[config.mk]
export PLATFORM = sky130hd
export DESIGN_NAME = pingpong_marquee_scroller_core
export DESIGN_NICKNAME = d
export VERILOG_FILES = /design/src/hdl/pms_pkg.sv /design/src/hdl/pms_update.sv /design/src/hdl/pingpong_marquee_scroller_core.sv
export SDC_FILE = /design/constraint.sdc
export NUM_CORES = 1
export LEC_CHECK = 0
export BUFFER_PORTS_ARGS = -buffer_cell sky130_fd_sc_hd__buf_4
export CAP_MARGIN = 15
export CORE_MARGIN = 4
export CORE_UTILIZATION = 55
export CTS_CLUSTER_DIAMETER = 120
export DETAILED_ROUTE_END_ITERATION = 8
export HOLD_SLACK_MARGIN = 0.03
export PLACE_DENSITY = 0.78
export SLEW_MARGIN = 20
export SYNTH_ARGS = -nofsm -noshare
export SYNTH_HDL_FRONTEND = slang
export SYNTH_SLANG_ARGS = --single-unit
export TNS_END_PERCENT = 30
[constraint.sdc]
create_clock -name clk_i -period 40.5 [get_ports clk_i]
set_clock_uncertainty 0.2 [all_clocks]
set_input_delay 8.1 -clock clk_i [delete_from_list [all_inputs] [get_ports clk_i]]
set_output_delay 8.1 -clock clk_i [all_outputs]
set_load 0.05 [all_outputs]
[src/hdl/pms_pkg.sv]
`timescale 1ns / 1ps

package pms_pkg;

  localparam int unsigned WIDTH_BITS = 12;
  localparam int unsigned PIXEL_MS   = 50;
  localparam int unsigned CFG_DATA_W = 16;
  localparam int unsigned CFG_IDX_W  = 3;

  localparam logic [15:0] START_PAUSE_RST = 16'd800;
  localparam logic [15:0] END_PAUSE_RST   = 16'd500;

  // command codes
  localparam logic [1:0] CMD_TIME    = 2'd0;
  localparam logic [1:0] CMD_RESTART = 2'd1;
  localparam logic [1:0] CMD_STOP    = 2'd2;

  // register indexes
  localparam logic [CFG_IDX_W-1:0] REG_TEXT_WIDTH  = 3'd0;
  localparam logic [CFG_IDX_W-1:0] REG_VIEW_WIDTH  = 3'd1;
  localparam logic [CFG_IDX_W-1:0] REG_SCROLL_EN   = 3'd2;
  localparam logic [CFG_IDX_W-1:0] REG_START_PAUSE = 3'd3;
  localparam logic [CFG_IDX_W-1:0] REG_END_PAUSE   = 3'd4;

  // scroll phases
  localparam logic [1:0] PH_START     = 2'd0;
  localparam logic [1:0] PH_TO_END    = 2'd1;
  localparam logic [1:0] PH_END_PAUSE = 2'd2;
  localparam logic [1:0] PH_TO_START  = 2'd3;

  typedef struct packed {
    logic [1:0]  command;
    logic [31:0] current_time;
    logic [15:0] extra_delay_ms;
  } in_t;

  typedef struct packed {
    logic signed [WIDTH_BITS:0] scroll_offset;
    logic                       offset_changed;
    logic                       running;
    logic [31:0]                wait_ms;
  } out_t;

  typedef struct packed {
    logic [WIDTH_BITS-1:0] text_width;
    logic [WIDTH_BITS-1:0] viewport_width;
    logic                  scroll_enable;
    logic [15:0]           start_pause_ms;
    logic [15:0]           end_pause_ms;
  } cfg_t;

  // offset is kept as its magnitude, the offset itself is never positive
  typedef struct packed {
    logic                  armed;
    logic [1:0]            phase;
    logic [WIDTH_BITS-1:0] mag;
    logic [31:0]           deadline;
  } state_t;

endpackage

[src/hdl/pms_update.sv]
`timescale 1ns / 1ps

module pms_update (
  input  pms_pkg::in_t    item_i,
  input  pms_pkg::cfg_t   cfg_i,
  input  pms_pkg::state_t state_i,
  output pms_pkg::state_t state_o,
  output pms_pkg::out_t   res_o
);

  localparam int unsigned W  = pms_pkg::WIDTH_BITS;
  localparam int unsigned N  = W + 6;
  localparam int unsigned S  = N + 6;
  localparam int unsigned MW = S - 5;
  localparam logic [MW-1:0] RECIP = MW'((2 ** S + pms_pkg::PIXEL_MS - 1) / pms_pkg::PIXEL_MS);
  localparam logic [31:0] OVR_LIMIT = 32'(pms_pkg::PIXEL_MS) << W;

  logic [31:0]     now;
  logic [31:0]     overdue;
  logic            due;
  logic            big;
  logic [N+MW-1:0] prod;
  logic [W-1:0]    quot;
  logic [W:0]      step;
  logic [31:0]     step_ms;
  logic [W-1:0]    limit;
  logic [W+1:0]    sum_up;
  logic            can_arm;
  logic [31:0]     wait_diff;
  pms_pkg::state_t st;

  assign now     = item_i.current_time;
  assign overdue = now - state_i.deadline;
  assign due     = ~overdue[31];
  // beyond this many intervals the offset always clamps
  assign big     = overdue >= OVR_LIMIT;
  assign prod    = (N + MW)'(overdue[N-1:0]) * (N + MW)'(RECIP);
  assign quot    = prod[S+W-1:S];
  assign step    = {1'b0, quot} + (W + 1)'(1);
  assign step_ms = 32'(step) * 32'(pms_pkg::PIXEL_MS);
  assign limit   = (cfg_i.text_width > cfg_i.viewport_width) ?
                   (cfg_i.text_width - cfg_i.viewport_width) : '0;
  assign sum_up  = (W + 2)'(state_i.mag) + (W + 2)'(step);
  assign can_arm = cfg_i.scroll_enable && (cfg_i.viewport_width != '0) &&
                   (cfg_i.text_width > cfg_i.viewport_width);

  always_comb begin
    st = state_i;
    unique case (item_i.command)
      pms_pkg::CMD_TIME: begin
        if (state_i.armed && due) begin
          unique case (state_i.phase)
            pms_pkg::PH_START: begin
              st.phase    = pms_pkg::PH_TO_END;
              st.deadline = now + 32'(pms_pkg::PIXEL_MS);
            end
            pms_pkg::PH_END_PAUSE: begin
              st.phase    = pms_pkg::PH_TO_START;
              st.deadline = now + 32'(pms_pkg::PIXEL_MS);
            end
            pms_pkg::PH_TO_END: begin
              if (big || (sum_up >= (W + 2)'(limit))) begin
                st.mag      = limit;
                st.phase    = pms_pkg::PH_END_PAUSE;
                st.deadline = now + 32'(cfg_i.end_pause_ms);
              end else begin
                st.mag      = sum_up[W-1:0];
                st.deadline = state_i.deadline + step_ms;
              end
            end
            default: begin
              if (big || (step >= (W + 1)'(state_i.mag))) begin
                st.mag      = '0;
                st.phase    = pms_pkg::PH_START;
                st.deadline = now + 32'(cfg_i.start_pause_ms);
              end else begin
                st.mag      = state_i.mag - step[W-1:0];
                st.deadline = state_i.deadline + step_ms;
              end
            end
          endcase
        end
      end
      pms_pkg::CMD_RESTART: begin
        st.armed = can_arm;
        st.mag   = '0;
        st.phase = pms_pkg::PH_START;
        if (can_arm) begin
          st.deadline = now + 32'(item_i.extra_delay_ms) + 32'(cfg_i.start_pause_ms);
        end
      end
      pms_pkg::CMD_STOP: begin
        st.armed = 1'b0;
        st.mag   = '0;
        st.phase = pms_pkg::PH_START;
      end
      default: begin
      end
    endcase
  end

  assign state_o   = st;
  assign wait_diff = now - st.deadline;

  always_comb begin
    res_o.scroll_offset  = -$signed({1'b0, st.mag});
    res_o.offset_changed = (item_i.command == pms_pkg::CMD_TIME) && (st.mag != state_i.mag);
    res_o.running        = st.armed;
    if (!st.armed) begin
      res_o.wait_ms = '1;
    end else if (!wait_diff[31]) begin
      res_o.wait_ms = '0;
    end else begin
      res_o.wait_ms = '0 - wait_diff;
    end
  end

endmodule

[src/hdl/pingpong_marquee_scroller_core.sv]
`timescale 1ns / 1ps

// ping-pong marquee scroller for text wider than its viewport
// input channel: in_valid_i / in_stall_o carry an item with a command
//   (time update, restart, stop), the millisecond time and a restart delay
// output channel: out_valid_o / out_stall_i carry one result per item with
//   the offset, a changed flag, the running flag and the time to the next deadline
// config channel: cfg_valid_i / cfg_ready_o write register cfg_index_i with
//   cfg_data_i; ready is always high; the user must make writes while no item
//   is in flight, the block itself does not enforce it
// throughput: one item per cycle while out_stall_i is low; the state update
//   between the input and result registers feeds the next item directly
// stall: while the result register holds an untaken result and out_stall_i is
//   high, the input register holds its item and in_stall_o rises once it is full
// reset: registers return to their reset values (start pause 800 ms, end pause
//   500 ms, widths and enable zero), scrolling is stopped at offset zero and
//   both channels are empty

module pingpong_marquee_scroller_core (
  input  logic                                 clk_i,
  input  logic                                 rst_ni,
  input  logic                                 in_valid_i,
  output logic                                 in_stall_o,
  input  pms_pkg::in_t                         in_data_i,
  output logic                                 out_valid_o,
  input  logic                                 out_stall_i,
  output pms_pkg::out_t                        out_data_o,
  input  logic                                 cfg_valid_i,
  output logic                                 cfg_ready_o,
  input  logic [pms_pkg::CFG_IDX_W-1:0]        cfg_index_i,
  input  logic [pms_pkg::CFG_DATA_W-1:0]       cfg_data_i
);

  localparam int unsigned W = pms_pkg::WIDTH_BITS;

  pms_pkg::cfg_t   cfg_q;
  pms_pkg::state_t st_q;
  pms_pkg::state_t st_d;
  pms_pkg::in_t    in_q;
  pms_pkg::out_t   out_q;
  pms_pkg::out_t   res_d;
  logic            in_vld_q;
  logic            out_vld_q;
  logic            adv;
  logic            in_accept;
  logic            cfg_we;

  assign adv         = ~out_vld_q | ~out_stall_i;
  assign in_stall_o  = in_vld_q & ~adv;
  assign in_accept   = in_valid_i & ~in_stall_o;
  assign cfg_ready_o = 1'b1;
  assign cfg_we      = cfg_valid_i & cfg_ready_o;
  assign out_valid_o = out_vld_q;
  assign out_data_o  = out_q;

  always_ff @(posedge clk_i or negedge rst_ni) begin
    if (!rst_ni) begin
      cfg_q.text_width     <= '0;
      cfg_q.viewport_width <= '0;
      cfg_q.scroll_enable  <= 1'b0;
      cfg_q.start_pause_ms <= pms_pkg::START_PAUSE_RST;
      cfg_q.end_pause_ms   <= pms_pkg::END_PAUSE_RST;
    end else if (cfg_we) begin
      unique case (cfg_index_i)
        pms_pkg::REG_TEXT_WIDTH:  cfg_q.text_width     <= cfg_data_i[W-1:0];
        pms_pkg::REG_VIEW_WIDTH:  cfg_q.viewport_width <= cfg_data_i[W-1:0];
        pms_pkg::REG_SCROLL_EN:   cfg_q.scroll_enable  <= cfg_data_i[0];
        pms_pkg::REG_START_PAUSE: cfg_q.start_pause_ms <= cfg_data_i[15:0];
        pms_pkg::REG_END_PAUSE:   cfg_q.end_pause_ms   <= cfg_data_i[15:0];
        default: begin
        end
      endcase
    end
  end

  pms_update u_update (
    .item_i  (in_q),
    .cfg_i   (cfg_q),
    .state_i (st_q),
    .state_o (st_d),
    .res_o   (res_d)
  );

  always_ff @(posedge clk_i or negedge rst_ni) begin
    if (!rst_ni) begin
      in_vld_q  <= 1'b0;
      out_vld_q <= 1'b0;
      st_q      <= '0;
    end else begin
      if (in_accept) begin
        in_vld_q <= 1'b1;
      end else if (adv) begin
        in_vld_q <= 1'b0;
      end
      if (adv) begin
        out_vld_q <= in_vld_q;
        if (in_vld_q) begin
          st_q <= st_d;
        end
      end
    end
  end

  always_ff @(posedge clk_i) begin
    if (in_accept) begin
      in_q <= in_data_i;
    end
    if (adv && in_vld_q) begin
      out_q <= res_d;
    end
  end

  // idle scroller sits at offset zero in the start pause
  a_idle_home: assert property (@(posedge clk_i) disable iff (!rst_ni)
    !st_q.armed |-> (st_q.mag == '0) && (st_q.phase == pms_pkg::PH_START))
    else $error("stopped scroller away from home");

  // a held item moves to the result register once the output side frees
  a_item_moves: assert property (@(posedge clk_i) disable iff (!rst_ni)
    in_vld_q && adv |=> out_vld_q)
    else $error("item lost between stages");

  // input side only stalls with a full input register
  a_stall_full: assert property (@(posedge clk_i) disable iff (!rst_ni)
    in_stall_o |-> in_vld_q && out_vld_q && out_stall_i)
    else $error("input stalled without reason");

  // a moved offset only comes from a running scroller
  a_changed_running: assert property (@(posedge clk_i) disable iff (!rst_ni)
    out_vld_q && out_q.offset_changed |-> out_q.running)
    else $error("offset moved while not running");

  // state holds while the output side is stalled
  a_state_hold: assert property (@(posedge clk_i) disable iff (!rst_ni)
    !adv |=> $stable(st_q))
    else $error("state changed during stall");

endmodule

==> summary.txt <==
Die
  – I/O pin count: 124
  – Die Width: 236 um
  – Core area: 51400 um2
  – Starting density of the core: 55.6%
  – Row cnt: 83
  – Chip Height: 236 um
  – Die area: 55700 um2

Synth
  – Seq/Total Area, Yosys: 19.5%
  – Post-Synth Simple-Gate Area: 14.8%
  – Avg Cell Area, Syn: 8.61 um2
  – Cell variety after synth: 103
  – Post-synthesis cell count: 3321
  – Post-synth EDFFs: 97
  – Combinational family with the most area after synthesis: adder cells
  – Post-Synth XOR/XNOR Area: 8.60%
  – Post-synthesis async set-or-reset flop share: 52.2%
  – Post-synthesis mux area share: 2.39%
  – Register bit total from synthesis: 203
  – Synth Area in Compound Gates: 20.2%
  – Top_reg_cell synth: edfxtp_1
  – Synth Area in Adders: 27.9%
  – Post-synthesis cell area: 28600 um2
  – Post-synth net total: 3943
  – Yosys Warn Count: 0

Critical path
  – Crit-path slowest cell: edfxtp_1
  – Crit. End Element: flop
  – Data arrival, critical path: 19.19 ns
  – CP Max Fanout: 36
  – Crit path top cell by count: inv_1
  – CP max stage delay: 0.64 ns
  – Critical path buffer and inverter count: 9
  – Path depth of the worst reg2reg path: 66
  – Reg2reg setup slack: 21.37 ns
  – Req. time, crit path: 40.56 ns
  – Worst setup SP type: flop
  – Worst r2r src: in_q[17]
  – Worst reg2reg path endpoint: out_data_o[30]
  – Critical setup path kind: flop to flop
  – Crit-path leading delay family: compound AO/OA/AOI/OAI gates

Clock network
  – Post_cts resized: 0
  – Number of buffers created by CTS: 23
  – Sink Count: 203
  – Max clock buf depth: 3
  – Root buffer cell: clkbuf_16
  – Post-CTS Setup Bufs: 0
  – CTS tree: yes
  – Hold buffer count at cts: 0
  – Clk_lat worst skew: 0.56 ns
  – Clk slew on worst S/H paths: 0.07 ns
  – CTS H-tree depth: 1

STA
  – Top achievable clock speed: 52.3 MHz
  – Final Hold Vio Count: 0
  – Unrepaired setup endpoints after global routing: no
  – Final Cycle Share: 47.2%
  – Final setup fails: 0
  – Worst-Margin Slew: 1.14 ns
  – Slew Limit Fails: 0
  – Min Tclk post-route: 19.13 ns
  – Fin Setup TNS: 0 ns
  – Relative slew slack: 23.5%

Global routing
  – Largest net degree at the start of global routing: 62
  – GR Util met1: 42.5%
  – Grt peak-use layer: met2
  – Met3 usage: 6.94%
  – Met2 Usage GRT: 48.0%
  – Vias in the first global route: 25.5k
  – Global-route wire length before repair: 140000 um
  – GRT Residual Overflow: 0
  – Initial antenna violation count: 1
  – All-Layer GR Usage: 31.1%

Layout
  – P&R area growth vs syn: 8.56%
  – Antenna diode instance count: 0
  – Fraction of layout instances using a drive strength above 1: 9.12%
  – Final #Nets: 4027
  – Post-route insts no fill: 4102

Route
  – DRC: 0
  – Routed WL: 89000 um
  – Antenna violation net count after detailed routing: 0
  – Drt pass-1 iters: 8
  – DR iter-0 viols: 2789
  – Vias/cell: 6.31
  – Avg WL per Cell: 21.7 um
  – Via count: 25.9k

Place
  – GP Congestion: 1.02
  – Number of I/O port buffers: 122
  – Dpl hpwl: 70500 um
  – Placed instance count: 4060

Worst hold path
  – Hold path cells: 1
  – Min-delay src: in_vld_q
  – Hold endpoint: out_valid_o
  – Worst min path class: flop to flop

Flow run
  – Max-Cap Viols: 0

Run status
  – Outcome: finished clean
-- worst reg2reg max path: cells and delay by family, from the launching register on --
kind / cells / cell delay (ns)
AOI/OAI and AO/OA: 23 / 5.84
adders and majority gates: 12 / 5.11
and+or+nand+nor: 18 / 4.65
xor gates and xnor gates: 4 / 1.42
buffers and inverters: 9 / 1.03
DFF: 1 / 0.64
-- synthesized netlist by cell type, types with 68 or more instances --
master	instances	area share, %
a21o_1	68	1.8
a21oi_1	201	3.5
clkbuf_1	79	1.0
dfrtp_1	97	8.5
edfxtp_1	97	10
fa_1	149	10
ha_1	399	17
inv_1	382	5.0
nand2_1	253	3.3
nand3_1	87	1.5
nor2_1	219	2.9
nor3_1	78	1.4
o21ai_0	202	3.5
xnor2_1	171	5.2
xor2_1	107	3.3
-- sequential cells by signal, summed over array words and instances, names as in the netlist --
signal,count
in_q,50
out_valid_o,1
out_data_o,47
in_vld_q,1
cfg_q,57
st_q,47
-- how the worst max path moves through the flow --
stage                     cells after the start   startpoint              to
final                                        66     in_q[17]  out_data_o[30]
after global routing                         66     in_q[17]  out_data_o[30]
after CTS                                    68     in_q[17]  out_data_o[30]
after detailed placement                     68     in_q[17]  out_data_o[30]
after global placement                       73     in_q[17]  out_data_o[28]
after floorplan                               2  out_stall_i      in_stall_o
-- layer usage --
metal / vias to the layer above / wire, um
li1: 12000 / -
met3: 308 / 9500
met4: 2 / 4420
met2: 1343 / 38200
met1: 12300 / 36800
met5: - / 16
-- logic make-up (layout without fill, tap and decap cells) --
group           Yosys count  count (layout)
simple gates            881             881
compound gates          860             860
fa+ha+maj               548             548
buf+inv                 487             588
xor+xnor                279             279
flops                   203             203
mux                      62              62
other cells               1               1
-- through the flow --
stage	hold slack, ns	cell area, um2	util, %	setup slack, ns
6_report	0.300	31000	60.4	21.37
3_3_place_gp	0.267	30300	58.9	21.70
5_1_grt	0.337	31000	60.4	19.86
3_5_place_dp	0.284	30300	58.9	21.85
2_1_floorplan	0.257	28600	-	23.68
4_1_cts	0.291	31000	60.4	21.60
-- layout make-up --
| class | count | area [um2] |
|---|---|---|
| repair buffers | 163 | 1220 |
| clock inverters | 10 | 119 |
| inverters | 383 | 1440 |
| well taps | 680 | 851 |
| multi-input cells | 2631 | 21200 |
| flip-flops and latches | 203 | 5580 |
| clock buffers | 32 | 629 |
| fillers | 4507 | 20400 |
-- cells in the final DEF, fill, tap and decap left out, types with 30 or more instances in the layout --
master      n
fa_1      149
and3_1     32
xnor2_1   170
a21o_1     68
dfrtp_1    97
edfxtp_1   97
xor2_1    107
ha_1      399
nand4_1    38
mux2_2     50
a21oi_1   201
inv_1     381
nand2_1   253
o21ai_0   202
a211oi_1   30
nand3_1    87
nor2_1    218
o211ai_1   33
buf_4     163
nor3_1     77
Power is not shown: default switching activity piles up to over one toggle a cycle in this logic, so the estimate is an artifact.
